===== src/hw/rtl/ifhg_pkg.sv =====
//------------------------------------------------------------------------------
// ifhg_pkg
// Shared constants and types for the IPv4 fragment header generator.
//------------------------------------------------------------------------------
`default_nettype none

package ifhg_pkg;

   // Configuration register indexes
   localparam logic [2:0] CSR_FRAME_MTU    = 3'd0;
   localparam logic [2:0] CSR_SOURCE_IP    = 3'd1;
   localparam logic [2:0] CSR_PROTOCOL_ID  = 3'd2;
   localparam logic [2:0] CSR_TTL_WHOLE    = 3'd3;
   localparam logic [2:0] CSR_TTL_FRAGMENT = 3'd4;

   // Reset values
   localparam logic [13:0] MTU_RESET       = 14'd1514;
   localparam logic [7:0]  PROTO_RESET     = 8'd17;
   localparam logic [7:0]  TTL_WHOLE_RESET = 8'd64;
   localparam logic [7:0]  TTL_FRAG_RESET  = 8'd60;

   // MTU clamp window
   localparam logic [13:0] MTU_MIN = 14'd1100;
   localparam logic [13:0] MTU_MAX = 14'd9018;

   // Header sizes
   localparam logic [6:0]  ETH_IP_HDR_BYTES = 7'd34;
   localparam logic [15:0] IP_HDR_BYTES     = 16'd20;
   localparam logic [15:0] VER_IHL_TOS      = 16'h4500;

   // Header word select, in checksum order
   localparam logic [3:0] WORD_VER    = 4'd0;
   localparam logic [3:0] WORD_TOTLEN = 4'd1;
   localparam logic [3:0] WORD_ID     = 4'd2;
   localparam logic [3:0] WORD_FLAGS  = 4'd3;
   localparam logic [3:0] WORD_TTL    = 4'd4;
   localparam logic [3:0] WORD_CSUM   = 4'd5;
   localparam logic [3:0] WORD_SRC_HI = 4'd6;
   localparam logic [3:0] WORD_SRC_LO = 4'd7;
   localparam logic [3:0] WORD_DST_HI = 4'd8;
   localparam logic [3:0] WORD_DST_LO = 4'd9;

   typedef struct packed {
      logic clear;
      logic add;
   } csum_ctl_type;

endpackage

`default_nettype wire


===== src/hw/rtl/ifhg_csum.sv =====
//------------------------------------------------------------------------------
// ifhg_csum
// One's-complement accumulator, one 16-bit word per cycle, end-around carry.
//------------------------------------------------------------------------------
`default_nettype none

module ifhg_csum (
   input  wire logic                  clock,
   input  wire logic                  reset,
   input  wire ifhg_pkg::csum_ctl_type ctl,
   input  wire logic [15:0]           word,
   output logic [15:0]                checksum
);
   import ifhg_pkg::*;

   logic [15:0] acc_ff, acc_in;
   logic [16:0] raw_sum;

   assign raw_sum = {1'b0, acc_ff} + {1'b0, word};

   always_comb begin
      acc_in = acc_ff;
      if (ctl.clear) begin
         acc_in = 16'd0;
      end else if (ctl.add) begin
         // fold carry back in
         acc_in = raw_sum[15:0] + {15'd0, raw_sum[16]};
      end
   end

   always_ff @(posedge clock) begin
      if (reset) begin
         acc_ff <= 16'd0;
      end else begin
         acc_ff <= acc_in;
      end
   end

   assign checksum = ~acc_ff;

endmodule

`default_nettype wire


===== src/hw/rtl/ipv4_fragment_header_gen.sv =====
//------------------------------------------------------------------------------
// ipv4_fragment_header_gen
// Splits one send request into IPv4 fragment descriptors with header checksum.
//------------------------------------------------------------------------------
// Usage:
//   req_*  : one word per send request (message length, upper header length,
//            destination). req_ready is high only while the block is idle.
//   rsp_*  : one word per fragment descriptor; rsp_last marks the final word
//            of a request. Over-length requests give a single word with
//            rsp_error set; zero-length requests give nothing.
//   csr_*  : write-only registers, written while idle.
// Flow:
//   Each fragment passes through a setup state for the slice arithmetic,
//   the shared checksum adder (fed the ten header words in turn) and an
//   output state. A request gives at most 62 fragments, at the smallest MTU.
// Reset: registers go to their defaults, datagram id to 0, block idle.
// Stall: a descriptor holds on rsp_* until taken; the sequencer waits.
//------------------------------------------------------------------------------
`default_nettype none

module ipv4_fragment_header_gen (
   input  wire logic        clock,
   input  wire logic        reset,
   // request channel
   input  wire logic        req_valid,
   output logic             req_ready,
   input  wire logic [15:0] req_message_length,
   input  wire logic [5:0]  req_upper_header_length,
   input  wire logic [31:0] req_dest_ip,
   // result channel
   output logic             rsp_valid,
   input  wire logic        rsp_ready,
   output logic [15:0]      rsp_datagram_id,
   output logic [12:0]      rsp_offset_units,
   output logic             rsp_more_fragments,
   output logic [7:0]       rsp_time_to_live,
   output logic [15:0]      rsp_ip_total_length,
   output logic [15:0]      rsp_payload_start,
   output logic [13:0]      rsp_payload_length,
   output logic [6:0]       rsp_frame_header_length,
   output logic [15:0]      rsp_header_checksum,
   output logic             rsp_error,
   output logic             rsp_last,
   // configuration
   input  wire logic        csr_we,
   input  wire logic [2:0]  csr_index,
   input  wire logic [31:0] csr_wdata
);
   import ifhg_pkg::*;

   localparam logic [1:0] ST_IDLE  = 2'd0;
   localparam logic [1:0] ST_SETUP = 2'd1;
   localparam logic [1:0] ST_SUM   = 2'd2;
   localparam logic [1:0] ST_EMIT  = 2'd3;

   // config registers
   logic [13:0] mtu_cfg_ff, mtu_cfg_in;
   logic [31:0] src_ff, src_in;
   logic [7:0]  proto_ff, proto_in;
   logic [7:0]  ttl_whole_ff, ttl_whole_in;
   logic [7:0]  ttl_frag_ff, ttl_frag_in;

   // sequencer
   logic [1:0]  state_ff, state_in;
   logic [3:0]  step_ff, step_in;
   logic [15:0] id_ff, id_in;
   logic        err_ff, err_in;
   logic        first_ff, first_in;

   // per-request context
   logic [13:0] mtu_ff, mtu_in;     // clamped MTU
   logic [13:0] trim_ff, trim_in;   // IP payload of a non-final fragment
   logic [5:0]  uhl_ff, uhl_in;
   logic [31:0] dst_ff, dst_in;
   logic [15:0] remain_ff, remain_in;
   logic [15:0] start_ff, start_in;
   logic [12:0] off_ff, off_in;

   // current fragment
   logic [15:0] body_ff, body_in;
   logic [15:0] ipb_ff, ipb_in;
   logic        mf_ff, mf_in;
   logic [6:0]  hdr_ff, hdr_in;

   logic        req_fire;
   logic        rsp_fire;
   logic [16:0] dgram_len;
   logic [13:0] mtu_clamp;
   logic [13:0] mtu_less_hdr;
   logic [5:0]  phl;
   logic [6:0]  hdr_calc;
   logic [13:0] room;
   logic        mf_calc;
   logic [7:0]  ttl_cur;
   logic [15:0] tot_cur;
   logic [15:0] word_sel;
   logic [15:0] checksum;

   csum_ctl_type csum_ctl;

   assign req_ready = (state_ff == ST_IDLE);
   assign req_fire  = req_valid && req_ready;
   assign rsp_valid = (state_ff == ST_EMIT);
   assign rsp_fire  = rsp_valid && rsp_ready;

   // over-length: 20 + message + upper header beyond 16 bits
   assign dgram_len = {1'b0, req_message_length} + {11'd0, req_upper_header_length}
                      + {1'b0, IP_HDR_BYTES};

   assign mtu_clamp = (mtu_cfg_ff < MTU_MIN) ? MTU_MIN :
                      (mtu_cfg_ff > MTU_MAX) ? MTU_MAX : mtu_cfg_ff;
   assign mtu_less_hdr = mtu_clamp - {7'd0, ETH_IP_HDR_BYTES};

   // slice arithmetic for the setup cycle
   assign phl      = first_ff ? uhl_ff : 6'd0;
   assign hdr_calc = ETH_IP_HDR_BYTES + {1'b0, phl};
   assign room     = mtu_ff - {7'd0, hdr_calc};
   assign mf_calc  = remain_ff > {2'd0, room};

   assign ttl_cur = mf_ff ? ttl_frag_ff : ttl_whole_ff;
   assign tot_cur = ipb_ff + IP_HDR_BYTES;

   // header word feeding the checksum adder
   always_comb begin
      case (step_ff)
         WORD_VER:    word_sel = VER_IHL_TOS;
         WORD_TOTLEN: word_sel = tot_cur;
         WORD_ID:     word_sel = id_ff;
         WORD_FLAGS:  word_sel = {2'b00, mf_ff, off_ff};
         WORD_TTL:    word_sel = {ttl_cur, proto_ff};
         WORD_CSUM:   word_sel = 16'd0;
         WORD_SRC_HI: word_sel = src_ff[31:16];
         WORD_SRC_LO: word_sel = src_ff[15:0];
         WORD_DST_HI: word_sel = dst_ff[31:16];
         WORD_DST_LO: word_sel = dst_ff[15:0];
         default:     word_sel = 16'd0;
      endcase
   end

   assign csum_ctl.clear = (state_ff == ST_SETUP);
   assign csum_ctl.add   = (state_ff == ST_SUM);

   ifhg_csum u_csum (
      .clock    (clock),
      .reset    (reset),
      .ctl      (csum_ctl),
      .word     (word_sel),
      .checksum (checksum)
   );

   // config writes
   always_comb begin
      mtu_cfg_in   = mtu_cfg_ff;
      src_in       = src_ff;
      proto_in     = proto_ff;
      ttl_whole_in = ttl_whole_ff;
      ttl_frag_in  = ttl_frag_ff;
      if (csr_we) begin
         unique case (csr_index)
            CSR_FRAME_MTU:    mtu_cfg_in   = csr_wdata[13:0];
            CSR_SOURCE_IP:    src_in       = csr_wdata;
            CSR_PROTOCOL_ID:  proto_in     = csr_wdata[7:0];
            CSR_TTL_WHOLE:    ttl_whole_in = csr_wdata[7:0];
            CSR_TTL_FRAGMENT: ttl_frag_in  = csr_wdata[7:0];
            default:          ;
         endcase
      end
   end

   // sequencer
   always_comb begin
      state_in  = state_ff;
      step_in   = step_ff;
      id_in     = id_ff;
      err_in    = err_ff;
      first_in  = first_ff;
      mtu_in    = mtu_ff;
      trim_in   = trim_ff;
      uhl_in    = uhl_ff;
      dst_in    = dst_ff;
      remain_in = remain_ff;
      start_in  = start_ff;
      off_in    = off_ff;
      body_in   = body_ff;
      ipb_in    = ipb_ff;
      mf_in     = mf_ff;
      hdr_in    = hdr_ff;

      unique case (state_ff)
         ST_IDLE: begin
            if (req_fire && (req_message_length != 16'd0)) begin
               mtu_in    = mtu_clamp;
               trim_in   = {mtu_less_hdr[13:3], 3'b000};
               uhl_in    = req_upper_header_length;
               dst_in    = req_dest_ip;
               remain_in = req_message_length;
               start_in  = 16'd0;
               off_in    = 13'd0;
               first_in  = 1'b1;
               err_in    = dgram_len[16];
               state_in  = dgram_len[16] ? ST_EMIT : ST_SETUP;
            end
         end
         ST_SETUP: begin
            hdr_in = hdr_calc;
            mf_in  = mf_calc;
            if (mf_calc) begin
               // non-final: IP payload trimmed to 8-byte multiple
               ipb_in  = {2'd0, trim_ff};
               body_in = {2'd0, trim_ff} - {10'd0, phl};
            end else begin
               ipb_in  = remain_ff + {10'd0, phl};
               body_in = remain_ff;
            end
            step_in  = WORD_VER;
            state_in = ST_SUM;
         end
         ST_SUM: begin
            step_in = step_ff + 4'd1;
            if (step_ff == WORD_DST_LO) begin
               state_in = ST_EMIT;
            end
         end
         ST_EMIT: begin
            if (rsp_fire) begin
               if (err_ff) begin
                  state_in = ST_IDLE;
               end else if (!mf_ff) begin
                  id_in    = id_ff + 16'd1;
                  state_in = ST_IDLE;
               end else begin
                  remain_in = remain_ff - body_ff;
                  start_in  = start_ff + body_ff;
                  off_in    = off_ff + ipb_ff[15:3];
                  first_in  = 1'b0;
                  state_in  = ST_SETUP;
               end
            end
         end
         default: state_in = ST_IDLE;
      endcase
   end

   always_ff @(posedge clock) begin
      if (reset) begin
         mtu_cfg_ff   <= MTU_RESET;
         src_ff       <= 32'd0;
         proto_ff     <= PROTO_RESET;
         ttl_whole_ff <= TTL_WHOLE_RESET;
         ttl_frag_ff  <= TTL_FRAG_RESET;
         state_ff     <= ST_IDLE;
         step_ff      <= WORD_VER;
         id_ff        <= 16'd0;
         err_ff       <= 1'b0;
         first_ff     <= 1'b0;
      end else begin
         mtu_cfg_ff   <= mtu_cfg_in;
         src_ff       <= src_in;
         proto_ff     <= proto_in;
         ttl_whole_ff <= ttl_whole_in;
         ttl_frag_ff  <= ttl_frag_in;
         state_ff     <= state_in;
         step_ff      <= step_in;
         id_ff        <= id_in;
         err_ff       <= err_in;
         first_ff     <= first_in;
      end
   end

   // payload, no reset
   always_ff @(posedge clock) begin
      mtu_ff    <= mtu_in;
      trim_ff   <= trim_in;
      uhl_ff    <= uhl_in;
      dst_ff    <= dst_in;
      remain_ff <= remain_in;
      start_ff  <= start_in;
      off_ff    <= off_in;
      body_ff   <= body_in;
      ipb_ff    <= ipb_in;
      mf_ff     <= mf_in;
      hdr_ff    <= hdr_in;
   end

   // result word; error word is all zero but error and last
   assign rsp_datagram_id         = err_ff ? 16'd0 : id_ff;
   assign rsp_offset_units        = err_ff ? 13'd0 : off_ff;
   assign rsp_more_fragments      = err_ff ? 1'b0  : mf_ff;
   assign rsp_time_to_live        = err_ff ? 8'd0  : ttl_cur;
   assign rsp_ip_total_length     = err_ff ? 16'd0 : tot_cur;
   assign rsp_payload_start       = err_ff ? 16'd0 : start_ff;
   assign rsp_payload_length      = err_ff ? 14'd0 : body_ff[13:0];
   assign rsp_frame_header_length = err_ff ? 7'd0  : hdr_ff;
   assign rsp_header_checksum     = err_ff ? 16'd0 : checksum;
   assign rsp_error               = err_ff;
   assign rsp_last                = err_ff || !mf_ff;

endmodule

`default_nettype wire


===== config.mk =====
export PLATFORM = sky130hd
export DESIGN_NAME = ipv4_fragment_header_gen
export DESIGN_NICKNAME = d
export VERILOG_FILES = /design/src/hw/rtl/ifhg_pkg.sv /design/src/hw/rtl/ifhg_csum.sv /design/src/hw/rtl/ipv4_fragment_header_gen.sv
export SDC_FILE = /design/constraint.sdc
export NUM_CORES = 1
export LEC_CHECK = 0
export BUFFER_PORTS_ARGS = -buffer_cell sky130_fd_sc_hd__buf_2
export CAP_MARGIN = 30
export CORE_AREA = 10 10 172 174
export CTS_CLUSTER_SIZE = 20
export DETAILED_ROUTE_END_ITERATION = 6
export DIE_AREA = 0 0 182 184
export PLACE_DENSITY = 0.86
export SYNTH_ARGS = -nofsm -noshare
export SYNTH_HDL_FRONTEND = slang
export SYNTH_HIERARCHICAL = 1
export SYNTH_SLANG_ARGS = --single-unit
export TNS_END_PERCENT = 30

===== constraint.sdc =====
create_clock -name clock -period 22.4 [get_ports clock]
set_input_delay 2.24 -clock clock [delete_from_list [all_inputs] [get_ports clock]]
set_output_delay 2.24 -clock clock [all_outputs]
set_load 0.02 [all_outputs]

==> impl_metrics.ini <==
[synth]
synth_ff_type = edfxtp_1
synth.area.top_cells = edfxtp_1, dfxtp_1, ha_1
ys_warn_count = 6
ys_types = 94
synth_edf_count = 148
synth.most_common_cell = nand2_1
synth_top_cells_by_count = nand2_1, nor2_1, edfxtp_1
synth_nets = 2048
ys_seq_elements = 258
syn_area_per_cell_um2 = 9.02
synth_top_cell_by_area = edfxtp_1
yosysSeqAreaShare = 0.401
synth_cells = 1837
synth_top_cell_area_share = 0.268
async_reset_ff_frac = 0
syn_area_mm2 = 0.0166

[timing]
timing.final.crit_share = 0.235
clock.fmax_mhz = 190
whs_ns = 0.456
rsz0062_at_grt = no
tightest_slew_ns = 1.01
fin_setup_tns_ns = 0
slew_headroom = 0.325
hold_viol = 0
finalSetupViolations = 0
fin_crit_ns = 5.27
maxSlewViolCount = 0
skew_ns = 0.0283

[setup_path]
required_ns = 22.71
crit_arrival_ns = 5.58
critPathMostFrequentCell = ha_1
crit_path_start_kind = flip-flop
end_kind = flip-flop
crit_chain = nand2_1 > inv_1 > ha_1 > xnor2_1 > inv_1 > ha_1 > o21a_1 > o31a_1 > o311ai_0 > o31ai_1 > a211oi_1 > xnor2_1 > ha_1 > nand4_1 > nor4_1 > a221oi_1 > a21oi_4 > buf_4 > mux2_2
cpPeakStageDelay_ns = 0.54
path_max_fanout = 53
crit_type = reg2reg
crit_slowest_cell = dfxtp_1

[cells_and_area]
fill_cells = 1944
nets = 2211
post_route_cells_drive_above_1_share = 0.154
n_antenna_cell = 0
multiInputGateArea_mm2 = 0.00929
area_delta_synth_final_pct = 13.1
post-route-util = 0.723
seq_area_mm2 = 0.00665

[routing]
firstDrtPassIters = 7
dr_total_vias = 15200
antenna_left = 0
wire_per_inst_um = 22.0
drt_iter0_markers = 1936
drc = 12
routed_wl_mm = 51.7
routed_via_density = 6.47

[clock_tree]
cts_max_level = 1
clk_path_buf_depth = 3
post_cts_buffers = 0
cts_tree = built
cts_hold_buf = 0
path_clk_slew_ns = 0.06
cts_resized = 0
cts.sinks = 258
numCtsBuffers = 27
clock_latency_ns = 0.57
clock-root-buffer = clkbuf_16

[die]
io_pins = 205
die_w_um = 182
rows = 59
start_util = 0.640
dieArea_mm2 = 0.0335
die_h_um = 184
core_area_mm2 = 0.0259

[pwr]
powerDensity_mw_per_mm2 = 122
p_leak_nw = 7.55
ir_worst_vdd_mv = 0.0895

[run]
maxCapViolCount = 0

[status]
violations = design-rule violations
outcome = finished with violations

[placement]
hpwlAfterDp_mm = 38.9
gp_congestion = 1.02
numPortBuffers = 204

[global_routing]
antenna_found_initial = 0
grt_pass1_vias = 14500
grt.total_usage = 0.293
grt_first_pass_wirelength_mm = 79.7
grt_max_degree = 97
grt-ovfl-total = 0

[worst_hold_path]
hold_path_class = reg2reg
==> cells by family after synthesis <==
| group | Yosys count | share of synthesized area |
|---|---|---|
| AOI/OAI and AO/OA | 437 | 0.178 |
| xor gates and xnor gates | 100 | 0.0528 |
| adders and majority gates | 119 | 0.0922 |
| buffers and inverters | 172 | 0.0414 |
| DFF | 258 | 0.401 |
| muxes | 28 | 0.0176 |
| other | 1 | 0.000226 |
| and+or+nand+nor | 722 | 0.217 |
==> registers in the layout, indices dropped and copies added, names as in the netlist, 11 cells and up <==
name,flops
dst_ff,32
trim_ff,11
ipb_ff,16
remain_ff,16
id_ff,16
body_ff,16
off_ff,13
mtu_cfg_ff,14
start_ff,16
src_ff,32
u_csum/acc_ff,16
mtu_ff,14
==> per-stage QoR <==
stage                     instance area (µm²)  setup WS, ns  power [mW]  std cells
after global placement                  17800         17.35        1.78       2306
after CTS                               18700         17.15        2.27       2356
after detailed placement                17800         17.21        1.80       2306
after global routing                    18700         16.68        2.42       2356
after floorplan                         16600         13.46        1.48       1837
final                                   18700         17.13        2.29       2356
==> worst paths after layout <==
check        depth (start not counted)             from  slack (ns)              end
min reg2reg                          2  ttl_whole_ff[2]        0.46  ttl_whole_ff[2]
min                                  2  ttl_whole_ff[2]        0.46  ttl_whole_ff[2]
max                                 19         first_ff       17.13       body_ff[5]
max reg2reg                         19         first_ff       17.13       body_ff[5]
==> area by class of cell <==
class                      instances  area share
timing repair buffer             216      0.0593
inverter                          90      0.0180
tap                              335      0.0224
clock inverter                     9     0.00327
sequential                       258       0.355
clock buffer                      41      0.0467
multi-input combinational       1407       0.496
==> layout by cell type, fill, tap and decap left out, types with 13 or more instances in the layout <==
cell type / netlist / routed
nand3b_1: 19 / 19
mux2i_1: 19 / 19
nor2b_1: 100 / 100
and3_1: 15 / 15
ha_1: 111 / 110
a22oi_1: 23 / 23
and2_1: 15 / 15
xnor2_1: 46 / 46
nand2_1: 219 / 219
nor2_1: 158 / 157
nand3_1: 48 / 48
o211ai_1: 13 / 13
o21a_1: 19 / 19
a211oi_1: 25 / 25
a21o_1: 17 / 17
o21ai_0: 71 / 71
nor3_1: 36 / 36
nand2b_1: 19 / 19
a221oi_1: 16 / 16
buf_2: 4 / 204
nand4_1: 21 / 21
inv_1: 89 / 89
xor2_1: 54 / 54
dfxtp_1: 110 / 109
a21oi_1: 142 / 141
edfxtp_1: 148 / 148
clkbuf_16: 0 / 32
==> power breakdown <==
part           switching, mW  leakage, nW  internal (mW)
Clock                  0.199        0.467          0.271
Combinational          0.651         4.79          0.402
Sequential             0.128         2.30          0.643
==> routing by layer <==
metal / wire [µm] / vias to the layer above / track usage
li1: - / 6978 / -
met2: 23400 / 952 / 0.466
met4: 1940 / 0 / 0.103
met5: 0 / - / 0
met3: 6360 / 148 / 0.0713
met1: 20000 / 7169 / 0.383
==> worst max-delay path: cells and delay by family (launching register included) <==
family | cells | cell delay, ns
buf+inv | 3 | 0.69
mux | 1 | 0.39
xor+xnor | 2 | 0.28
simple gates | 3 | 0.79
fa+ha+maj | 3 | 0.81
compound gates | 7 | 1.49
flops | 1 | 0.54
(Power assumes the default switching activity.)
